## config.mk

```make
export PLATFORM = sky130hd
export DESIGN_NAME = iaidf_cell
export DESIGN_NICKNAME = d
export VERILOG_FILES = /design/src/design/iaidf_pkg.sv /design/src/design/iaidf_cell.sv
export SDC_FILE = /design/constraint.sdc
export NUM_CORES = 1
export LEC_CHECK = 0
export ABC_AREA = 1
export CORE_MARGIN = 5
export CORE_UTILIZATION = 65
export CTS_CLUSTER_DIAMETER = 100
export DETAILED_ROUTE_END_ITERATION = 6
export DONT_BUFFER_PORTS = 1
export PLACE_DENSITY = 0.88
export SLEW_MARGIN = 5
export SYNTH_ARGS = -nofsm -noshare
export SYNTH_HDL_FRONTEND = slang
export SYNTH_SLANG_ARGS = --single-unit
```

## constraint.sdc

```tcl
create_clock -name clock -period 10.4 [get_ports clock]
set_clock_uncertainty 0.1 [all_clocks]
set_input_delay 2.08 -clock clock [delete_from_list [all_inputs] [get_ports clock]]
set_output_delay 2.08 -clock clock [all_outputs]
set_load 0.02 [all_outputs]
```

## src/design/iaidf_pkg.sv

```systemverilog
// Package for the indexed array insert/delete/find unit.
// Field widths, opcodes, status codes and transaction payload types.
// No dependencies.
`timescale 1ns / 1ps

package iaidf_pkg;

   localparam int OP_W       = 3;
   localparam int POS_W      = 7;
   localparam int VALUE_W    = 32;
   localparam int STATUS_W   = 2;
   localparam int FPOS_W     = 6;
   localparam int COUNT_W    = 7;
   localparam int CFG_W      = 7;

   localparam int DEF_MAX_DEPTH = 64;
   localparam int SCAN_GRP      = 8;

   localparam logic [CFG_W-1:0] CAP_RESET = 7'd4;

   localparam logic [OP_W-1:0] OP_APPEND = 3'd0;
   localparam logic [OP_W-1:0] OP_INSERT = 3'd1;
   localparam logic [OP_W-1:0] OP_DELETE = 3'd2;
   localparam logic [OP_W-1:0] OP_EDIT   = 3'd3;
   localparam logic [OP_W-1:0] OP_READ   = 3'd4;
   localparam logic [OP_W-1:0] OP_FIND   = 3'd5;

   localparam logic [STATUS_W-1:0] STATUS_OK      = 2'd0;
   localparam logic [STATUS_W-1:0] STATUS_INVALID = 2'd1;
   localparam logic [STATUS_W-1:0] STATUS_EMPTY   = 2'd2;
   localparam logic [STATUS_W-1:0] STATUS_FULL    = 2'd3;

   typedef struct packed {
      logic [OP_W-1:0]           op;
      logic [POS_W-1:0]          position;
      logic signed [VALUE_W-1:0] value;
   } req_type;

   typedef struct packed {
      logic [STATUS_W-1:0]       status;
      logic signed [VALUE_W-1:0] read_value;
      logic                      found;
      logic [FPOS_W-1:0]         found_position;
      logic [COUNT_W-1:0]        element_count;
      logic [COUNT_W-1:0]        capacity_now;
   } rsp_type;

   typedef struct packed {
      logic shift_up;
      logic shift_down;
      logic load;
      logic compare;
   } cell_cmd_type;

endpackage

```

## src/design/iaidf_cell.sv

```systemverilog
// One storage cell of the table chain: holds an entry and a match flag.
// Shifts with its neighbors on insert/delete. Depends on iaidf_pkg.
`timescale 1ns / 1ps

module iaidf_cell #(
   parameter int INDEX = 0,
   parameter int IW    = 7
) (
   input  logic                          clock,
   input  iaidf_pkg::cell_cmd_type       cmd,
   input  logic [IW-1:0]                 sel_idx,
   input  logic [IW-1:0]                 count,
   input  logic [iaidf_pkg::VALUE_W-1:0] value,
   input  logic [iaidf_pkg::VALUE_W-1:0] left_entry,
   input  logic [iaidf_pkg::VALUE_W-1:0] right_entry,
   output logic [iaidf_pkg::VALUE_W-1:0] entry_q,
   output logic                          match_q
);
   import iaidf_pkg::*;

   localparam logic [IW-1:0] MY_IDX = IW'(INDEX);

   logic [VALUE_W-1:0] entry_ff, entry_in;
   logic               match_ff, match_in;

   always_comb begin
      entry_in = entry_ff;
      match_in = match_ff;
      if (cmd.shift_up) begin
         if (MY_IDX > sel_idx) begin
            entry_in = left_entry;
         end else if (MY_IDX == sel_idx) begin
            entry_in = value;
         end
      end else if (cmd.shift_down) begin
         if (MY_IDX >= sel_idx) begin
            entry_in = right_entry;
         end
      end else if (cmd.load) begin
         if (MY_IDX == sel_idx) begin
            entry_in = value;
         end
      end
      if (cmd.compare) begin
         match_in = (entry_ff == value) && (MY_IDX < count);
      end
   end

   always_ff @(posedge clock) begin
      entry_ff <= entry_in;
      match_ff <= match_in;
   end

   assign entry_q = entry_ff;
   assign match_q = match_ff;

endmodule

```

* Yosys cells after proc, flatten, opt, wreduce, memory -nomap -nowiden *
Index checks and enable logic that the tools add are counted.

word-level totals
  register bits = 33
  input port bits = 115
  output and inout bits = 33
  logic and storage cells = 17

cells by class
  $lt $le $gt $ge = 3
  equality and inequality tests = 2
  muxes and demuxes = 6
  reductions and logical operators = 4

operators by type and width
  cell                                                count
  two-way mux 32 bit                                  6
  equality test 32 bit                                1
  >= comparator 1 x 7 -> 1 bit, first input constant  1
  > comparator 1 x 7 -> 1 bit, first input constant   1
  zero test 7 bit                                     1
  < comparator 1 x 7 -> 1 bit, first input constant   1
  != test 3 x 1 -> 1 bit, second input constant       1
  nonzero test 3 bit                                  1
  AND reduction 2 bit                                 1
  logical AND 1 bit                                   1

* Depth between registers and ports, before layout *
Gate-level depths: netlist of run 1.

  depth in word-level cells = 5
  mapped depth = 8
  gate-level depth less buffers = 8

* Least setup slack after synthesis of run 1 *
No wires, ideal clock.

  path type = in2reg
  start = input port sel_idx[5]
  end = register entry_ff[0], in the netlist entry_q[0] (enable)
  library setup time = 0.466 ns
  arrival = 4.903 ns
  required time = 9.834 ns
  setup slack = 4.931 ns
  stages on the path = 6
  path buffers = 1
  path through = nor2_1 > nand2_1 > nor2_4 > inv_2 > buf_6 > o21ai_0

between the ends
  word-level cells in the longest chain between the ends = 3

ends and longest elaborated chain
  element                           line              RTL
  start, declared                   iaidf_cell.sv:11  input logic [IW-1:0] sel_idx,
  >= comparator 1 x 7 -> 1 bit      iaidf_cell.sv:36  if (MY_IDX >= sel_idx) begin
  != test 3 x 1 -> 1 bit (no line)  -
  AND reduction 2 bit (no line)     -
  end signal, assigned              iaidf_cell.sv:50  entry_ff <= entry_in;
  end, declared                     iaidf_cell.sv:23  logic [VALUE_W-1:0] entry_ff, entry_in;

Every way passes these cells.
A chain may end at the register's enable or synchronous reset.

* Worst setup path after layout of run 1 *
  start = input port sel_idx[5]
  end = register entry_ff[3], in the netlist entry_q[3] (enable)

Same word-level chain as after synthesis.

==> results.ini, run 1 <==
[outcome]
status=complete, no violations

[synthesis]
postSynthAreaPerCell_um2=7.06
ys_top_cells_by_area=edfxtp_1 43%, nand2_1 16%, nor2_1 8.8%
ys_types=23
synth_seq_cells=33
yosysWarnings=0
yosys.area.top_type=edfxtp_1
synthesis.nets=443
synth_area_um2=2310
syn_inst=328
synth_top_area_share_pct=42.8
ys_seq_area_share_pct=42.8

[cells_and_area]
diodes=0
drive_above_1_share_pct=4.33
most-common-layout-cells=97 x nand2_1, 54 x nor2_1, 38 x inv_1
syn2layout_area_growth_pct=0.919
final-instance-count-excl-fill=369
final_net_count=438
final_common_cell=nand2_1
fin_area_um2=2340

[pwr]
p_comb_share_pct=16.5
p_switching_mw=0.107
p_per_area_nw_per_um2=137
p_int_mw=0.213
p_sw_share_pct=33.4
clkPwrFrac_pct=20.9
p_leak_nw=1.02
ir_drop_mv=0.0810
p_seq_share_pct=62.7
fin_total_pwr_mw=0.320

[placed_design]
placed_cells=362
port_buffers=0
gp_congestion=0.770
dp_slack_ns=5.73
dp_hpwl_mm=4.20
post_dp_cell_area_um2=2290

[detailed_routing]
first_pass_iters=4
detail_route.wl_per_cell_um=15.7
via_per_inst=5.62
first_iter_violations=138
drc_errors=0
final_antenna_net_count=0
vias=2075
wl_mm=5.80

[critical_path]
cp_max_fo=33
reg2reg_depth=7
cp-start-kind=input pin
criticalPathCategory=in -> reg
crit_slowest_cell=o21ai_4
reg2reg_to=match_q
critPathArrivalTime_ns=4.19
path_buf_inv=1
r2r-start=entry_q[28]
cp_data_required_time_ns=10.25
reg2reg_slack_ns=8.84
endpoint_kind=flip-flop
critPathMaxStageDelay_ns=0.91
path_delay_family=compound AO/OA/AOI/OAI gates
worstPathCellList=nor2_1 -> nand2_1 -> nor2_4 -> inv_2 -> o21ai_4

[sta]
period_needed_ns=4.33
finalHoldViolations=0
fin_ws_ns=6.07
worst_pin_slew_ns=1.03
rsz0062_at_grt=no
maxSlewHeadroom_pct=31.4
timing.fmax_mhz=231
period_share_pct=41.7
setup_viol=0
setup_tns_ns=0
finalMaxSlewViolations=0

[cts]
path_clk_slew_ns=0.09
cts_tree=built
clock_sinks=33
root_buffer=clkbuf_4
post-cts-setup-buffer-count=0
ctsResizeCount=0
cts_max_path_buffers=2
cts_buffers=5
hold_buffers=0
clk_latency_ns=0.33
cts_max_level=2

[floorplanning]
die_w_um=69.7
die_y_um=69.7
coreArea_um2=3390
start_util_pct=68.3
boundaryPins=148
dieArea_um2=4850
core.rowCount=21

[worst_hold_path]
min_to=entry_q[19]
holdCritPathClass=reg -> reg
hold_path_depth=2
min_from=entry_q[19]

[run]
maxCapViolCount=0

[global_route]
grt_pass1_vias=1930
grt_pass1_wl_mm=9.08
grt_overflow=0
antenna_found_initial=0
grt_max_degree=34
track_usage_pct=23.1

==> power by group through the flow <==
stage,Clock (mW),Sequential [mW],Combinational (mW)
2_1_floorplan,0,0.199,0.0439
3_3_place_gp,0,0.203,0.0505
3_5_place_dp,0,0.204,0.0527
4_1_cts,0.0684,0.201,0.0529
5_1_grt,0.0726,0.203,0.0609
6_report,0.0669,0.201,0.0528
==> cell families (layout without fill, tap and decap cells) <==
| logic type | count (synthesis) | count (layout) | synth area share (%) |
|---|---|---|---|
| xor gates and xnor gates | 10 | 10 | 3.78 |
| DFF | 33 | 33 | 42.8 |
| AOI/OAI and AO/OA | 71 | 71 | 15.4 |
| buffers and inverters | 53 | 48 | 10.6 |
| and+or+nand+nor | 161 | 161 | 27.4 |
==> state kept, by name, indices dropped and copies added (netlist names) <==
signal and count:
match_q 1, entry_q 32
==> worst max path at each step <==
stage | from | to | slack, ns | depth (start not counted)
3_5_place_dp | sel_idx[5] | entry_q[7] | 5.73 | 5
4_1_cts | sel_idx[5] | entry_q[26] | 6.08 | 5
5_1_grt | sel_idx[5] | entry_q[3] | 5.81 | 5
2_1_floorplan | sel_idx[5] | entry_q[0] | 4.93 | 6
3_3_place_gp | sel_idx[5] | entry_q[7] | 5.70 | 5
6_report | sel_idx[5] | entry_q[3] | 6.07 | 5
==> final cells by class <==
cell class	instances	area, um2
Inverter	41	154
Fill cell	299	1050
Clock inverter	1	3.75
Sequential cell	33	991
Clock buffer	6	41.3
Multi-Input combinational cell	242	1090
Tap cell	46	57.6
==> stage by stage <==
step / util [%] / hold WS (ns)
final: 68.9 / 0.753
after global routing: 68.9 / 0.802
after CTS: 68.9 / 0.748
after detailed placement: 67.6 / 0.725
after global placement: 67.6 / 0.708
after floorplan: - / 0.658
==> synth_stat cells <==
| cell | count |
|---|---|
| o21ai_0 | 35 |
| edfxtp_1 | 33 |
| nor2_1 | 54 |
| clkbuf_2 | 1 |
| nor3_1 | 1 |
| buf_2 | 1 |
| a21oi_1 | 1 |
| nor2b_1 | 1 |
| dlymetal6s2s_1 | 1 |
| buf_6 | 2 |
| xor2_1 | 1 |
| inv_2 | 3 |
| buf_4 | 2 |
| clkbuf_8 | 1 |
| nand2_1 | 97 |
| xnor2_1 | 9 |
| nor2_4 | 2 |
| nand3_1 | 3 |
| o21ai_1 | 35 |
| or2_2 | 3 |
| clkbuf_4 | 1 |
| clkbuf_1 | 3 |
| inv_1 | 38 |
==> worst reg2reg max path: cells and delay by family (launching register included) <==
kind,cells,cell delay (ns)
and+or+nand+nor,5,0.67
AOI/OAI and AO/OA,1,0.06
buffers and inverters,1,0.09
DFF,1,0.51
==> per-layer routing <==
| layer | track usage [%] | share of wire [%] | wire length [um] | vias to the layer above |
|---|---|---|---|---|
| met5 | 0 | 0 | 0 | - |
| met4 | 7.23 | 1.8 | 107 | 0 |
| met3 | 8.70 | 10 | 600 | 12 |
| met2 | 39.6 | 50 | 2880 | 107 |
| met1 | 26.7 | 38 | 2210 | 921 |
| li1 | - | - | - | 1035 |
No activity file was read; power rests on OpenSTA's default activity.
==> run 2: changes to the inputs <==
- CORE_UTILIZATION: 65 -> 57
- PLACE_DENSITY: 0.88 -> 0.82
- clock period: 10.4 -> 3.6 ns (I/O delays scaled with it)
==> results.ini, run 2 (synthesis results as in run 1) <==
[global_route]
met3_usage_pct=8.34
grt_overflow=0
grt_pass1_vias=2009
antenna_found_initial=0
busiest_layer=met2
gr-usage-met1_pct=25.6
grt_max_degree=34
track_usage_pct=22.4
grt_util_met2_pct=39.0
grt_pass1_wl_mm=9.25

[detailed_routing]
first_pass_iters=4
final_antenna_net_count=0
via_per_inst=5.58
vias=2099
wl_mm=6.09
detail_route.wl_per_cell_um=16.2
first_iter_violations=115
drc_errors=0

[critical_path]
cp-start-kind=input pin
endpoint_kind=flip-flop
cp_max_fo=33
cp_data_required_time_ns=3.48
reg2reg_slack_ns=2.09
critPathArrivalTime_ns=2.24
criticalPathCategory=in -> reg

[cells_and_area]
multi_input_area_um2=1090
drive_above_1_share_pct=4.91
most-common-layout-cells=97 x nand2_1, 54 x nor2_1, 38 x inv_1
diodes=0
final_common_cell=nand2_1
largest_reg_flops=32
seqCellArea_um2=991
syn2layout_area_growth_pct=3.30
fillers=384
fin_area_um2=2390
final_net_count=440

[sta]
period_share_pct=65.7
rsz0062_at_grt=no
period_needed_ns=2.36
finalMaxSlewViolations=0
worst_pin_slew_ns=0.778
maxSlewHeadroom_pct=48.0
timing.fmax_mhz=423
finalHoldViolations=0
setup_tns_ns=0
fin_ws_ns=1.24
setup_viol=0

[cts]
hold_buffers=0
cts_tree=built
clk_latency_ns=0.28
clock_sinks=33
root_buffer=clkbuf_8
cts_buffers=5
path_clk_slew_ns=0.07
cts_max_level=2
post-cts-setup-buffer-count=0
ctsResizeCount=0
cts_max_path_buffers=2

[floorplanning]
die_w_um=73.7
boundaryPins=148
core.rowCount=23
dieArea_um2=5440
die_y_um=73.7
start_util_pct=58.3
coreArea_um2=3970

[run]
maxCapViolCount=0

[outcome]
status=complete, no violations

[placed_design]
post_dp_cell_area_um2=2310
port_buffers=0
dp_hpwl_mm=4.42
dp_slack_ns=0.918
gp_congestion=0.815

[worst_hold_path]
holdCritPathClass=in -> reg

[pwr]
p_per_area_nw_per_um2=420
fin_total_pwr_mw=1.01
p_leak_nw=1.05
ir_drop_mv=0.199

run 2: cell count changes in the layout (fill, tap and decap cells not counted):
cell,previous run,this run
clkbuf_8,0,5
clkbuf_1,1,3
clkbuf_4,5,0
clkinv_1,1,0
buf_4,0,2
run 2: layer usage:
metal	vias up	wire length, um
met1	953	2330
met2	102	2990
met4	0	89
met3	9	681
met5	-	0
li1	1035	-
run 2: worst paths after layout:
check | start | to | cells past startpoint
worst max register to register | entry_q[28] | match_q | 7
worst min-delay path | cmd[0] | match_q | 0
worst max-delay path | sel_idx[3] | entry_q[12] | 6
worst min register to register | entry_q[20] | entry_q[20] | 2
run 2: power breakdown:
part | switching, mW | internal, mW | leakage, nW
clock | 0.132 | 0.137 | 0.0395
combinational | 0.0905 | 0.0648 | 0.672
sequential | 0.0981 | 0.482 | 0.336
run 2: area by class of cell:
class	instances	share of cell area, %
clock buffers	8	3.35
inverters	41	6.44
multi-input cells	242	45.5
flip-flops and latches	33	41.4
well taps	50	2.62
repair buffers	2	0.628
run 2: stage by stage:
| step | cells | hold WS [ns] | utilization, % |
|---|---|---|---|
| after floorplan | 328 | 0.658 | - |
| after global placement | 368 | 0.699 | 58.2 |
| after detailed placement | 368 | 0.733 | 58.2 |
| after CTS | 376 | 0.436 | 60.2 |
| after global routing | 376 | 0.420 | 60.2 |
| final | 376 | 0.446 | 60.2 |
run 2: worst max-delay path: stages:
cell and delay [ns]:
nor2_1 0.09, nand2_1 0.09, nor2_4 0.10, inv_2 0.23
o21ai_4 0.65, buf_4 0.34
